**src/rtl/cholesky_decompose_3x3_assert.svh**
```systemverilog
// assertion macros for the cholesky_decompose_3x3 rtl
`ifndef CHOLESKY_DECOMPOSE_3X3_ASSERT_SVH
`define CHOLESKY_DECOMPOSE_3X3_ASSERT_SVH

`ifndef SYNTHESIS

// clocked check, off while reset is high
`define CHOL_ASSERT(label, clk, rst, prop) \
  label: assert property (@(posedge clk) disable iff (rst) prop) \
    else $error("cholesky_decompose_3x3: assertion failed");

// clocked check that also holds across reset
`define CHOL_ASSERT_ALWAYS(label, clk, prop) \
  label: assert property (@(posedge clk) prop) \
    else $error("cholesky_decompose_3x3: assertion failed");

`else

`define CHOL_ASSERT(label, clk, rst, prop)
`define CHOL_ASSERT_ALWAYS(label, clk, prop)

`endif

`endif

```
**src/rtl/chol_pkg.sv**
```systemverilog
package chol_pkg;

  // quotient bits kept by the dividers, also the off-diagonal width
  localparam int QW = 32;
  // width of the unsigned diagonal outputs
  localparam int DIAG_W = 31;
  // stream data width on both sides
  localparam int TDATA_W = 192;

  // magnitude of a 32-bit two's complement value
  function automatic logic [QW-1:0] mag32(input logic [QW-1:0] x);
    mag32 = x[QW-1] ? (~x + 1'b1) : x;
  endfunction

  // clamp a sign and magnitude quotient to the signed 32-bit range
  function automatic logic [QW-1:0] sat32(input logic neg, input logic ovf,
                                          input logic [QW-1:0] q);
    logic big;
    big = ovf | q[QW-1];
    if (!neg) begin
      sat32 = big ? {1'b0, {(QW-1){1'b1}}} : q;
    end else begin
      sat32 = big ? {1'b1, {(QW-1){1'b0}}} : (~q + 1'b1);
    end
  endfunction

endpackage

```
**src/rtl/chol_sqrt.sv**
```systemverilog
module chol_sqrt
  import chol_pkg::*;
#(
  parameter int W  = 48,
  parameter int SW = 1
) (
  input  logic             clk,
  input  logic             rst,
  input  logic             en,
  input  logic             in_valid,
  input  logic [W-1:0]     in_rad,
  input  logic [SW-1:0]    in_side,
  output logic             out_valid,
  output logic [W/2-1:0]   out_root,
  output logic [SW-1:0]    out_side
);

  localparam int R   = W / 2;
  localparam int RMW = R + 2;

  logic          vld  [0:R-1];
  logic [RMW-1:0] rem [0:R-1];
  logic [R-1:0]  root [0:R-1];
  logic [W-1:0]  rad  [0:R-1];
  logic [SW-1:0] side [0:R-1];

  // one root bit per stage, two radicand bits consumed per stage
  for (genvar i = 0; i < R; i++) begin : g_stage
    logic           v_i;
    logic [RMW-1:0] rem_i;
    logic [R-1:0]   root_i;
    logic [W-1:0]   rad_i;
    logic [SW-1:0]  side_i;
    logic [RMW-1:0] cur;
    logic [RMW-1:0] trial;

    if (i == 0) begin : g_first
      assign v_i    = in_valid;
      assign rem_i  = '0;
      assign root_i = '0;
      assign rad_i  = in_rad;
      assign side_i = in_side;
    end else begin : g_next
      assign v_i    = vld[i-1];
      assign rem_i  = rem[i-1];
      assign root_i = root[i-1];
      assign rad_i  = rad[i-1];
      assign side_i = side[i-1];
    end

    assign cur   = {rem_i[RMW-3:0], rad_i[W-1 -: 2]};
    assign trial = {root_i, 2'b01};

    // stage valid
    always_ff @(posedge clk) begin
      if (rst) begin
        vld[i] <= 1'b0;
      end else if (en) begin
        vld[i] <= v_i;
      end
    end

    // trial subtract
    always_ff @(posedge clk) begin
      if (en) begin
        if (cur >= trial) begin
          rem[i]  <= cur - trial;
          root[i] <= {root_i[R-2:0], 1'b1};
        end else begin
          rem[i]  <= cur;
          root[i] <= {root_i[R-2:0], 1'b0};
        end
        rad[i]  <= {rad_i[W-3:0], 2'b00};
        side[i] <= side_i;
      end
    end
  end

  assign out_valid = vld[R-1];
  assign out_root  = root[R-1];
  assign out_side  = side[R-1];

endmodule

```
**config.mk**
```make
export PLATFORM = sky130hd
export DESIGN_NAME = chol_sqrt
export DESIGN_NICKNAME = d
export VERILOG_FILES = /design/src/rtl/cholesky_decompose_3x3_assert.svh /design/src/rtl/chol_pkg.sv /design/src/rtl/chol_sqrt.sv
export SDC_FILE = /design/constraint.sdc
export NUM_CORES = 2
export LEC_CHECK = 0
export BUFFER_PORTS_ARGS = -buffer_cell sky130_fd_sc_hd__buf_2
export CAP_MARGIN = 20
export CORE_MARGIN = 5
export CORE_UTILIZATION = 40
export DETAILED_ROUTE_END_ITERATION = 8
export GPL_TIMING_DRIVEN = 0
export PLACE_DENSITY = 0.51
export SLEW_MARGIN = 20
export SYNTH_ARGS = -nofsm -noshare
export SYNTH_HDL_FRONTEND = slang
export SYNTH_SLANG_ARGS = --single-unit
```
**constraint.sdc**
```tcl
create_clock -name clk -period 3.6 [get_ports clk]
set_clock_uncertainty 0.1 [all_clocks]
set_input_delay 0.72 -clock clk [delete_from_list [all_inputs] [get_ports clk]]
set_output_delay 0.72 -clock clk [all_outputs]
set_load 0.02 [all_outputs]
```
==> metrics <==
P_int=33,300 uW; final net count=5,661; Post-synth EDFFs=1,421; Seq/Total Area, Yosys=65.4%; Max VDD drop=0.502 mV; worst reg2reg path depth=8; CP Launch Type=flip-flop; Pleak=0.0284 uW; Worst Setup SP=rem[1][43]; vias per cell=5.01; Total Wirelength=134,000 um; Slew @ Worst Pin=0.868 ns; Max H-tree Level=4; Net Switching=12,700 uW; CTS Root Cell=clkbuf_16; switch share=27.6%; syn avg cell area=13.2 um^2; post-route ant nets=0; Die X-Extent=414 um; Slew headroom=41.6%; fin. max-slew vios=0; status=completed; TritonCTS Sinks=1,422; layout cell share with drive strength beyond 1=10.3%; Post-synth top cells=edfxtp_1, inv_1, nand2_1, ha_1, nor2_1; Starting Density=40.2%; DRT iter0 DRCs=2,458; number of global-route vias before repair=37,600; syn_nets=5,342; Clock Latency Late Sink=0.79 ns; Port Buf Inserts=78; final setup vio count=0; Core Region=163,000 um^2; Pwr per Cell Area=614 nW/um^2; number of distinct library cells after synthesis=80; clock transition at the registers of the reported paths=0.06 ns; RR Startpoint=rem[1][43]; CP Max Fanout=10; largest net degree at the start of global routing=104; CP Capture Point=rem[1][62]; count leader, synth=edfxtp_1; first-pass GRT wire length=211,000 um; critical path class=reg2reg; DRT Pass-1 Iters=6; routing usage on met2=25.6%; register share of total power=47.7%; met1 GRT Util=20.7%; Site Rows=148; grt ovf=0; GP Congestion=0.836; initial antenna violation count=0; Fmax=288 MHz; Area contributors post-synth=edfxtp_1, ha_1, xnor2_1; Remaining DRCs=0; clock share of power=33.6%; Placed Instance Area=69,000 um^2; GR Util met3=2.42%; Seq cells post-synth=1,422; Max Cap Violations=0; Die Ht=414 um; Die ar.=171,000 um^2; post-synth top area cell=edfxtp_1; post-synth top area share=65.3%; Clock Path Buffers=3; FF-to-FF End=rem[1][62]; synth warn=0; Worst Path Required=4.02 ns; Power, Total=46,100 uW; fill cell count=14,600; WL/cell=17.6 um; total CTS buffers=160; io pins=79; ys flop type=edfxtp_1; area of the multi-input gates=20,900 um^2; ys async rst share=0%; Worst R2R Setup Slack=0.12 ns; final core occ=46.1%; design area=75,000 um^2; Top Usage Layer GRT=met2; total global-route track usage=15.3%; Area Growth Syn to Fin=14.8%; sequential standard cell area=42,700 um^2; crit end category=flip-flop; Worst Path Arrival=3.90 ns; via count=38,000; Period minus WS final=3.48 ns; final hold viol count=0; Hold Path Class=in2reg; Gate Count Post-Synth=4,963; cell area after synthesis=65,300 um^2; combinational power share=18.7%; HPWL Detailed=97,100 um; hold slack final=0.130 ns; TritonCTS clock tree=built; crit share post-route=96.6%
[final cells by class]
type / instances / area share [%]
Sequential cell: 1422 / 56.9
Multi-Input combinational cell: 3010 / 27.9
Clock buffer: 195 / 5.51
Tap cell: 2175 / 3.63
Inverter: 427 / 2.14
Timing Repair Buffer: 158 / 2.07
Clock inverter: 95 / 1.14
Buffer: 103 / 0.701
Antenna cell: 1 / 0.00334
[routing by layer]
metal | vias up | wire length [um]
met3 | 216 | 4310
met4 | 0 | 3380
met1 | 18200 | 62200
met5 | - | 0
met2 | 609 | 63900
li1 | 18900 | -
[kinds of logic (layout without fill, tap and decap cells)]
kind of cell	after synthesis	after routing	synth area share (%)
multiplexers	81	81	1.39
buffers and inverters	531	978	3.06
XOR/XNOR	410	410	5.51
AND/OR/NAND/NOR	1283	1283	9.80
AO/OA/AOI/OAI	910	910	8.62
flip-flops	1422	1422	65.4
other	0	1	0
adder cells (fa/ha/maj)	326	326	6.25
[power by group through the flow]
stage               Clock, uW  Sequential [uW]  Combinational, uW
floorplan                   0            21800               6310
global placement            0            22500               8240
detailed placement          0            22400               8350
CTS                     16100            22000               8550
global route            16800            22200               9630
finish                  15500            22000               8600
[placed cells by master, fill, tap and decap left out, drive strengths merged, types with 75 or more instances in the layout]
cell type	n
a21o	114
a21oi	248
buf	114
clkbuf	294
edfxtp	1421
ha	326
inv	436
mux2	75
nand2	346
nand3	82
nor2	293
nor3	113
o21ai	278
xnor2	237
xor2	173
[worst min-delay path by stage]
stage                     slack, ns  cells past startpoint   startpoint          end
after floorplan                0.30                      0   rad[0][52]  rad[0][100]
after global placement         0.30                      0  rad[0][288]  rad[0][336]
after detailed placement       0.30                      0   rad[0][53]  rad[0][101]
after CTS                      0.04                      2     in_valid    vld[0][0]
after global routing           0.08                      2     in_valid    vld[0][0]
final                          0.13                      2     in_valid    vld[0][0]
[what timing repair did]
action	4_1_cts	5_1_grt
gates cloned	1	2
hold buffers	47	0
resized for setup	70	72
hold endpoints to repair	47	0
buffers inserted	6	1
endpoints found under the setup margin	1234	229
pin swaps	0	5
[state kept, by name, summed over array words and instances, names as in the netlist]
name / cells
rad: 552
rem: 522
root: 300
side: 24
vld: 24
[critical path: stages (launching register included)]
cell      delay, ns
edfxtp_1       0.42
or3_1          0.45
or3_1          0.38
or4_1          0.58
a211o_1        0.31
nor3b_4        0.41
buf_2          0.33
nand2_1        0.07
o21ai_0        0.18
[per-stage QoR]
step                      setup slack, ns  instances  setup TNS (ns)
final                               0.124       7586               0
after global routing             -0.00403       7585        -0.00452
after CTS                         0.00507       7583               0
after detailed placement            -2.12       7239        -1781.25
after global placement             -12.92       7216               -
after floorplan                     0.245       4963               0
No activity file was read; power rests on OpenSTA's default activity.
