<file path="config.mk">
export PLATFORM = sky130hd
export DESIGN_NAME = chol_div
export DESIGN_NICKNAME = d
export VERILOG_FILES = /design/src/rtl/cholesky_decompose_3x3_assert.svh /design/src/rtl/chol_pkg.sv /design/src/rtl/chol_div.sv
export SDC_FILE = /design/constraint.sdc
export NUM_CORES = 2
export LEC_CHECK = 0
export BUFFER_PORTS_ARGS = -buffer_cell sky130_fd_sc_hd__buf_2
export CORE_MARGIN = 2
export CORE_UTILIZATION = 33
export DETAILED_ROUTE_END_ITERATION = 6
export GPL_TIMING_DRIVEN = 0
export PLACE_DENSITY = 0.46
export SYNTH_ARGS = -nofsm -noshare
export SYNTH_HDL_FRONTEND = slang
export SYNTH_SLANG_ARGS = --single-unit
</file>
<file path="constraint.sdc">
create_clock -name clk -period 14.7 [get_ports clk]
set_input_delay 2.94 -clock clk [delete_from_list [all_inputs] [get_ports clk]]
set_output_delay 2.94 -clock clk [all_outputs]
set_load 0.05 [all_outputs]
</file>
<file path="src/rtl/cholesky_decompose_3x3_assert.svh">
// assertion macros for the cholesky_decompose_3x3 rtl
`ifndef CHOLESKY_DECOMPOSE_3X3_ASSERT_SVH
`define CHOLESKY_DECOMPOSE_3X3_ASSERT_SVH

`ifndef SYNTHESIS

// clocked check, off while reset is high
`define CHOL_ASSERT(label, clk, rst, prop) \
  label: assert property (@(posedge clk) disable iff (rst) prop) \
    else $error("cholesky_decompose_3x3: assertion failed");

// clocked check that also holds across reset
`define CHOL_ASSERT_ALWAYS(label, clk, prop) \
  label: assert property (@(posedge clk) prop) \
    else $error("cholesky_decompose_3x3: assertion failed");

`else

`define CHOL_ASSERT(label, clk, rst, prop)
`define CHOL_ASSERT_ALWAYS(label, clk, prop)

`endif

`endif

</file>
<file path="src/rtl/chol_pkg.sv">
package chol_pkg;

  // quotient bits kept by the dividers, also the off-diagonal width
  localparam int QW = 32;
  // width of the unsigned diagonal outputs
  localparam int DIAG_W = 31;
  // stream data width on both sides
  localparam int TDATA_W = 192;

  // magnitude of a 32-bit two's complement value
  function automatic logic [QW-1:0] mag32(input logic [QW-1:0] x);
    mag32 = x[QW-1] ? (~x + 1'b1) : x;
  endfunction

  // clamp a sign and magnitude quotient to the signed 32-bit range
  function automatic logic [QW-1:0] sat32(input logic neg, input logic ovf,
                                          input logic [QW-1:0] q);
    logic big;
    big = ovf | q[QW-1];
    if (!neg) begin
      sat32 = big ? {1'b0, {(QW-1){1'b1}}} : q;
    end else begin
      sat32 = big ? {1'b1, {(QW-1){1'b0}}} : (~q + 1'b1);
    end
  endfunction

endpackage

</file>
<file path="src/rtl/chol_div.sv">
module chol_div
  import chol_pkg::*;
#(
  parameter int NW = 32,
  parameter int SH = 16,
  parameter int DW = 24,
  parameter int SW = 1
) (
  input  logic           clk,
  input  logic           rst,
  input  logic           en,
  input  logic           in_valid,
  input  logic [NW-1:0]  in_mag,
  input  logic           in_neg,
  input  logic [DW-1:0]  in_den,
  input  logic [SW-1:0]  in_side,
  output logic           out_valid,
  output logic [QW-1:0]  out_q,
  output logic [SW-1:0]  out_side
);

  localparam int NT = NW + SH;
  localparam int HW = NT - QW;
  localparam int CW = (HW > DW) ? HW : DW;

  logic          vld  [0:QW-1];
  logic [DW-1:0] rem  [0:QW-1];
  logic [DW-1:0] den  [0:QW-1];
  logic [QW-1:0] quo  [0:QW-1];
  logic [QW-1:0] lo   [0:QW-1];
  logic          ovf  [0:QW-1];
  logic          neg  [0:QW-1];
  logic [SW-1:0] side [0:QW-1];

  // scaled numerator split into the part above the quotient and the rest
  logic [NT-1:0] num;
  logic [HW-1:0] hi0;
  logic          ovf0;
  logic [DW-1:0] rem0;

  assign num  = {in_mag, {SH{1'b0}}};
  assign hi0  = num[NT-1:QW];
  assign ovf0 = CW'(hi0) >= CW'(in_den);
  assign rem0 = ovf0 ? '0 : DW'(hi0);

  // one quotient bit per stage
  for (genvar i = 0; i < QW; i++) begin : g_stage
    logic          v_i;
    logic [DW-1:0] rem_i;
    logic [DW-1:0] den_i;
    logic [QW-1:0] quo_i;
    logic [QW-1:0] lo_i;
    logic          ovf_i;
    logic          neg_i;
    logic [SW-1:0] side_i;
    logic [DW:0]   cur;
    logic [DW:0]   dif;

    if (i == 0) begin : g_first
      assign v_i    = in_valid;
      assign rem_i  = rem0;
      assign den_i  = in_den;
      assign quo_i  = '0;
      assign lo_i   = num[QW-1:0];
      assign ovf_i  = ovf0;
      assign neg_i  = in_neg;
      assign side_i = in_side;
    end else begin : g_next
      assign v_i    = vld[i-1];
      assign rem_i  = rem[i-1];
      assign den_i  = den[i-1];
      assign quo_i  = quo[i-1];
      assign lo_i   = lo[i-1];
      assign ovf_i  = ovf[i-1];
      assign neg_i  = neg[i-1];
      assign side_i = side[i-1];
    end

    assign cur = {rem_i, lo_i[QW-1]};
    assign dif = cur - {1'b0, den_i};

    // stage valid
    always_ff @(posedge clk) begin
      if (rst) begin
        vld[i] <= 1'b0;
      end else if (en) begin
        vld[i] <= v_i;
      end
    end

    // restoring step
    always_ff @(posedge clk) begin
      if (en) begin
        if (cur >= {1'b0, den_i}) begin
          rem[i] <= dif[DW-1:0];
          quo[i] <= {quo_i[QW-2:0], 1'b1};
        end else begin
          rem[i] <= cur[DW-1:0];
          quo[i] <= {quo_i[QW-2:0], 1'b0};
        end
        den[i]  <= den_i;
        lo[i]   <= {lo_i[QW-2:0], 1'b0};
        ovf[i]  <= ovf_i;
        neg[i]  <= neg_i;
        side[i] <= side_i;
      end
    end
  end

  assign out_valid = vld[QW-1];
  assign out_q     = sat32(neg[QW-1], ovf[QW-1], quo[QW-1]);
  assign out_side  = side[QW-1];

endmodule

</file>
==> results.json <==
{
  "hold_viol": 0,
  "start_kind": "primary input",
  "run_status": "complete, no violations",
  "slew_violations": 0,
  "path_buf_inv": 12,
  "rsz0062_at_grt": "no",
  "cts_resized": 0,
  "synth_cells": 9489,
  "grt_max_degree": 149,
  "finalInstanceArea_sq_um": 131200,
  "synthDistinctLibCells": 97,
  "syn_avg_cell_area_sq_um": 12.15,
  "fmax_mhz": 107.4,
  "ys_seq_area_share_pct": 58.95,
  "leakage_uw": 0.05166,
  "start_util_pct": 33.08,
  "synth-edff-count": 2263,
  "cts_buffers": 272,
  "cts_hold_buf": 0,
  "fin_crit_sh_pct": 63.36,
  "htree_levels": 5,
  "critPathKind": "primary input to flip-flop",
  "overflow": 0,
  "routabilityCongestion": 0.9268,
  "grt_pass1_wl_um": 441000,
  "num_vias": 72961,
  "clk_path_buf_depth": 4,
  "ys_seq_elements": 2264,
  "grt_use_total_pct": 15.97,
  "dp_hpwl_um": 218800,
  "drtPass1Iterations": 6,
  "post-route-min-period_ns": 9.314,
  "crit_top_cell": "clkbuf_2",
  "fin_util_pct": 37.62,
  "clock-sinks": 2264,
  "fin_setup_tns_ns": 0,
  "syn_nets": 10359,
  "reg2reg_slack_ns": 10.00,
  "peakVddDrop_uv": 88.70,
  "fin_nets": 10759,
  "power.density_nw_per_um2": 209.3,
  "hold_class": "flip-flop to flip-flop",
  "insertion_delay_ns": 0.88,
  "grt_use_met3_pct": 2.432,
  "synth_ff_type": "edfxtp_1",
  "path_delay_family": "buffers and inverters",
  "antenna_found_initial": 9,
  "tightest_slew_ns": 1.324,
  "use_met2_pct": 25.95,
  "final_common_cell": "edfxtp_1",
  "arrival_ns": 9.90,
  "placed_area_sq_um": 122300,
  "syn-cell-area_sq_um": 115300,
  "post_cts_buffers": 0,
  "slew_headroom_pct": 9.454,
  "slowest_delay_ns": 0.74,
  "dieArea_sq_um": 354200,
  "end_kind": "flip-flop",
  "rows": 217,
  "place.port_buffers": 95,
  "drt_iter0_drc": 5559,
  "ios": 96,
  "clkTransAtPathRegs_ns": 0.06,
  "busiest_layer": "met2",
  "drc": 0,
  "via_per_inst": 4.964,
  "async_flop_share_pct": 0,
  "core_area_sq_um": 348600,
  "crit_path_top_delay_cell": "clkbuf_2",
  "finalSetupViolations": 0,
  "required_ns": 15.29,
  "dp.cells": 14214,
  "crit_chain": "buf_12, buf_16, buf_16, clkbuf_2, clkbuf_2, buf_12, clkbuf_2, buf_12, clkbuf_2, buf_2, nand4_1, buf_2, buf_2, a21oi_1",
  "fillers": 33463,
  "drive_above_1_share_pct": 8.985,
  "grt_pass1_vias": 72229,
  "skew_ns": 0.04066,
  "postRouteAntennaNets": 0,
  "routed_wl_um": 289900,
  "most-common-layout-cells": "2263 x edfxtp_1, 952 x inv_1, 777 x ha_1",
  "worstPathMaxFanout": 144,
  "cap_violations": 0,
  "use_met1_pct": 22.25,
  "ys_warn_count": 0,
  "die_w_um": 595.1,
  "cts_tree": "done",
  "instances_no_fill": 14699,
  "area_growth_pct": 13.74,
  "root_buffer": "clkbuf_16",
  "wl_per_cell_um": 19.72,
  "die_h_um": 595.1
}
-- path summary, 6_finish.rpt --
kind | start | endpoint | cells after the start
hold reg to reg | quo[1][2] | quo[1][35] | 0
hold / removal | quo[1][2] | quo[1][35] | 0
setup / recovery | en | rem[1][132] | 14
setup reg to reg | den[0][193] | rem[0][217] | 13
-- flip-flops by register name (all words and copies together), names as in the netlist --
| name | flops |
|---|---|
| rem | 744 |
| lo | 120 |
| ovf | 32 |
| den | 744 |
| side | 32 |
| vld | 32 |
| neg | 32 |
| quo | 528 |
-- logic make-up after synthesis --
| logic type | share of synthesized area (%) |
|---|---|
| fa+ha+maj | 8.969 |
| flops | 58.95 |
| buf+inv | 3.870 |
| compound gates | 12.30 |
| simple gates | 8.680 |
| mux | 2.593 |
| xor+xnor | 4.641 |
-- synth_stat cells (94+ instances only) --
library cell  number  area, sq um
edfxtp_1        2263        67960
inv_1            952         3573
ha_1             777         9722
a21oi_1          744         3724
nand2_1          601         2256
nor2_1           601         2256
o21ai_0          569         2848
xnor2_1          354         3100
a21o_1           294         2207
xor2_1           257         2251
mux2_2           209         2354
clkbuf_1         162        608.1
nand3_1          146        730.7
nor3_1           115        575.6
nand2b_1         106        663.1
nand4_1           96        600.6
nor2b_1           96        600.6
o21a_1            94        705.7
-- per-stage QoR --
stage	power, uW	hold WS (ns)	worst slack, ns
5_1_grt	29300	0.4049	5.172
4_1_cts	27700	0.3990	5.270
2_1_floorplan	17710	0.4003	7.527
3_5_place_dp	20750	0.4045	4.353
3_3_place_gp	20750	0.4014	-17.05
6_report	27450	0.3877	5.386
-- per-layer routing --
metal,wire length [um],up-vias
li1,-,35617
met1,135400,35304
met2,133500,1638
met3,13880,398
met4,7059,4
met5,20,-
-- worst reg2reg max path, delay by kind of cell (launching register included) --
family,cells,cell delay (ns)
and+or+nand+nor,2,0.49
buffers and inverters,3,1.25
AOI/OAI and AO/OA,7,1.86
adders and majority gates,1,0.34
DFF,1,0.46
-- area by class of cell --
cell class / count / area (sq um) / area share, %
clock inverters: 158 / 1679 / 1.280
inverters: 952 / 3573 / 2.725
plain buffers: 208 / 935.9 / 0.7136
well taps: 4599 / 5754 / 4.387
multi-input cells: 6065 / 42880 / 32.69
repair buffers: 126 / 1164 / 0.8872
clock buffers: 322 / 7186 / 5.479
diodes: 5 / 12.51 / 0.009540
flip-flops and latches: 2264 / 67980 / 51.83
-- report_power, final --
| part | switching, uW | internal (uW) | leakage [uW] |
|---|---|---|---|
| registers | 916 | 9150 | 0.0221 |
| logic | 6100 | 4560 | 0.0252 |
| clock network | 2710 | 4010 | 0.00432 |
(Power assumes the default switching activity.)
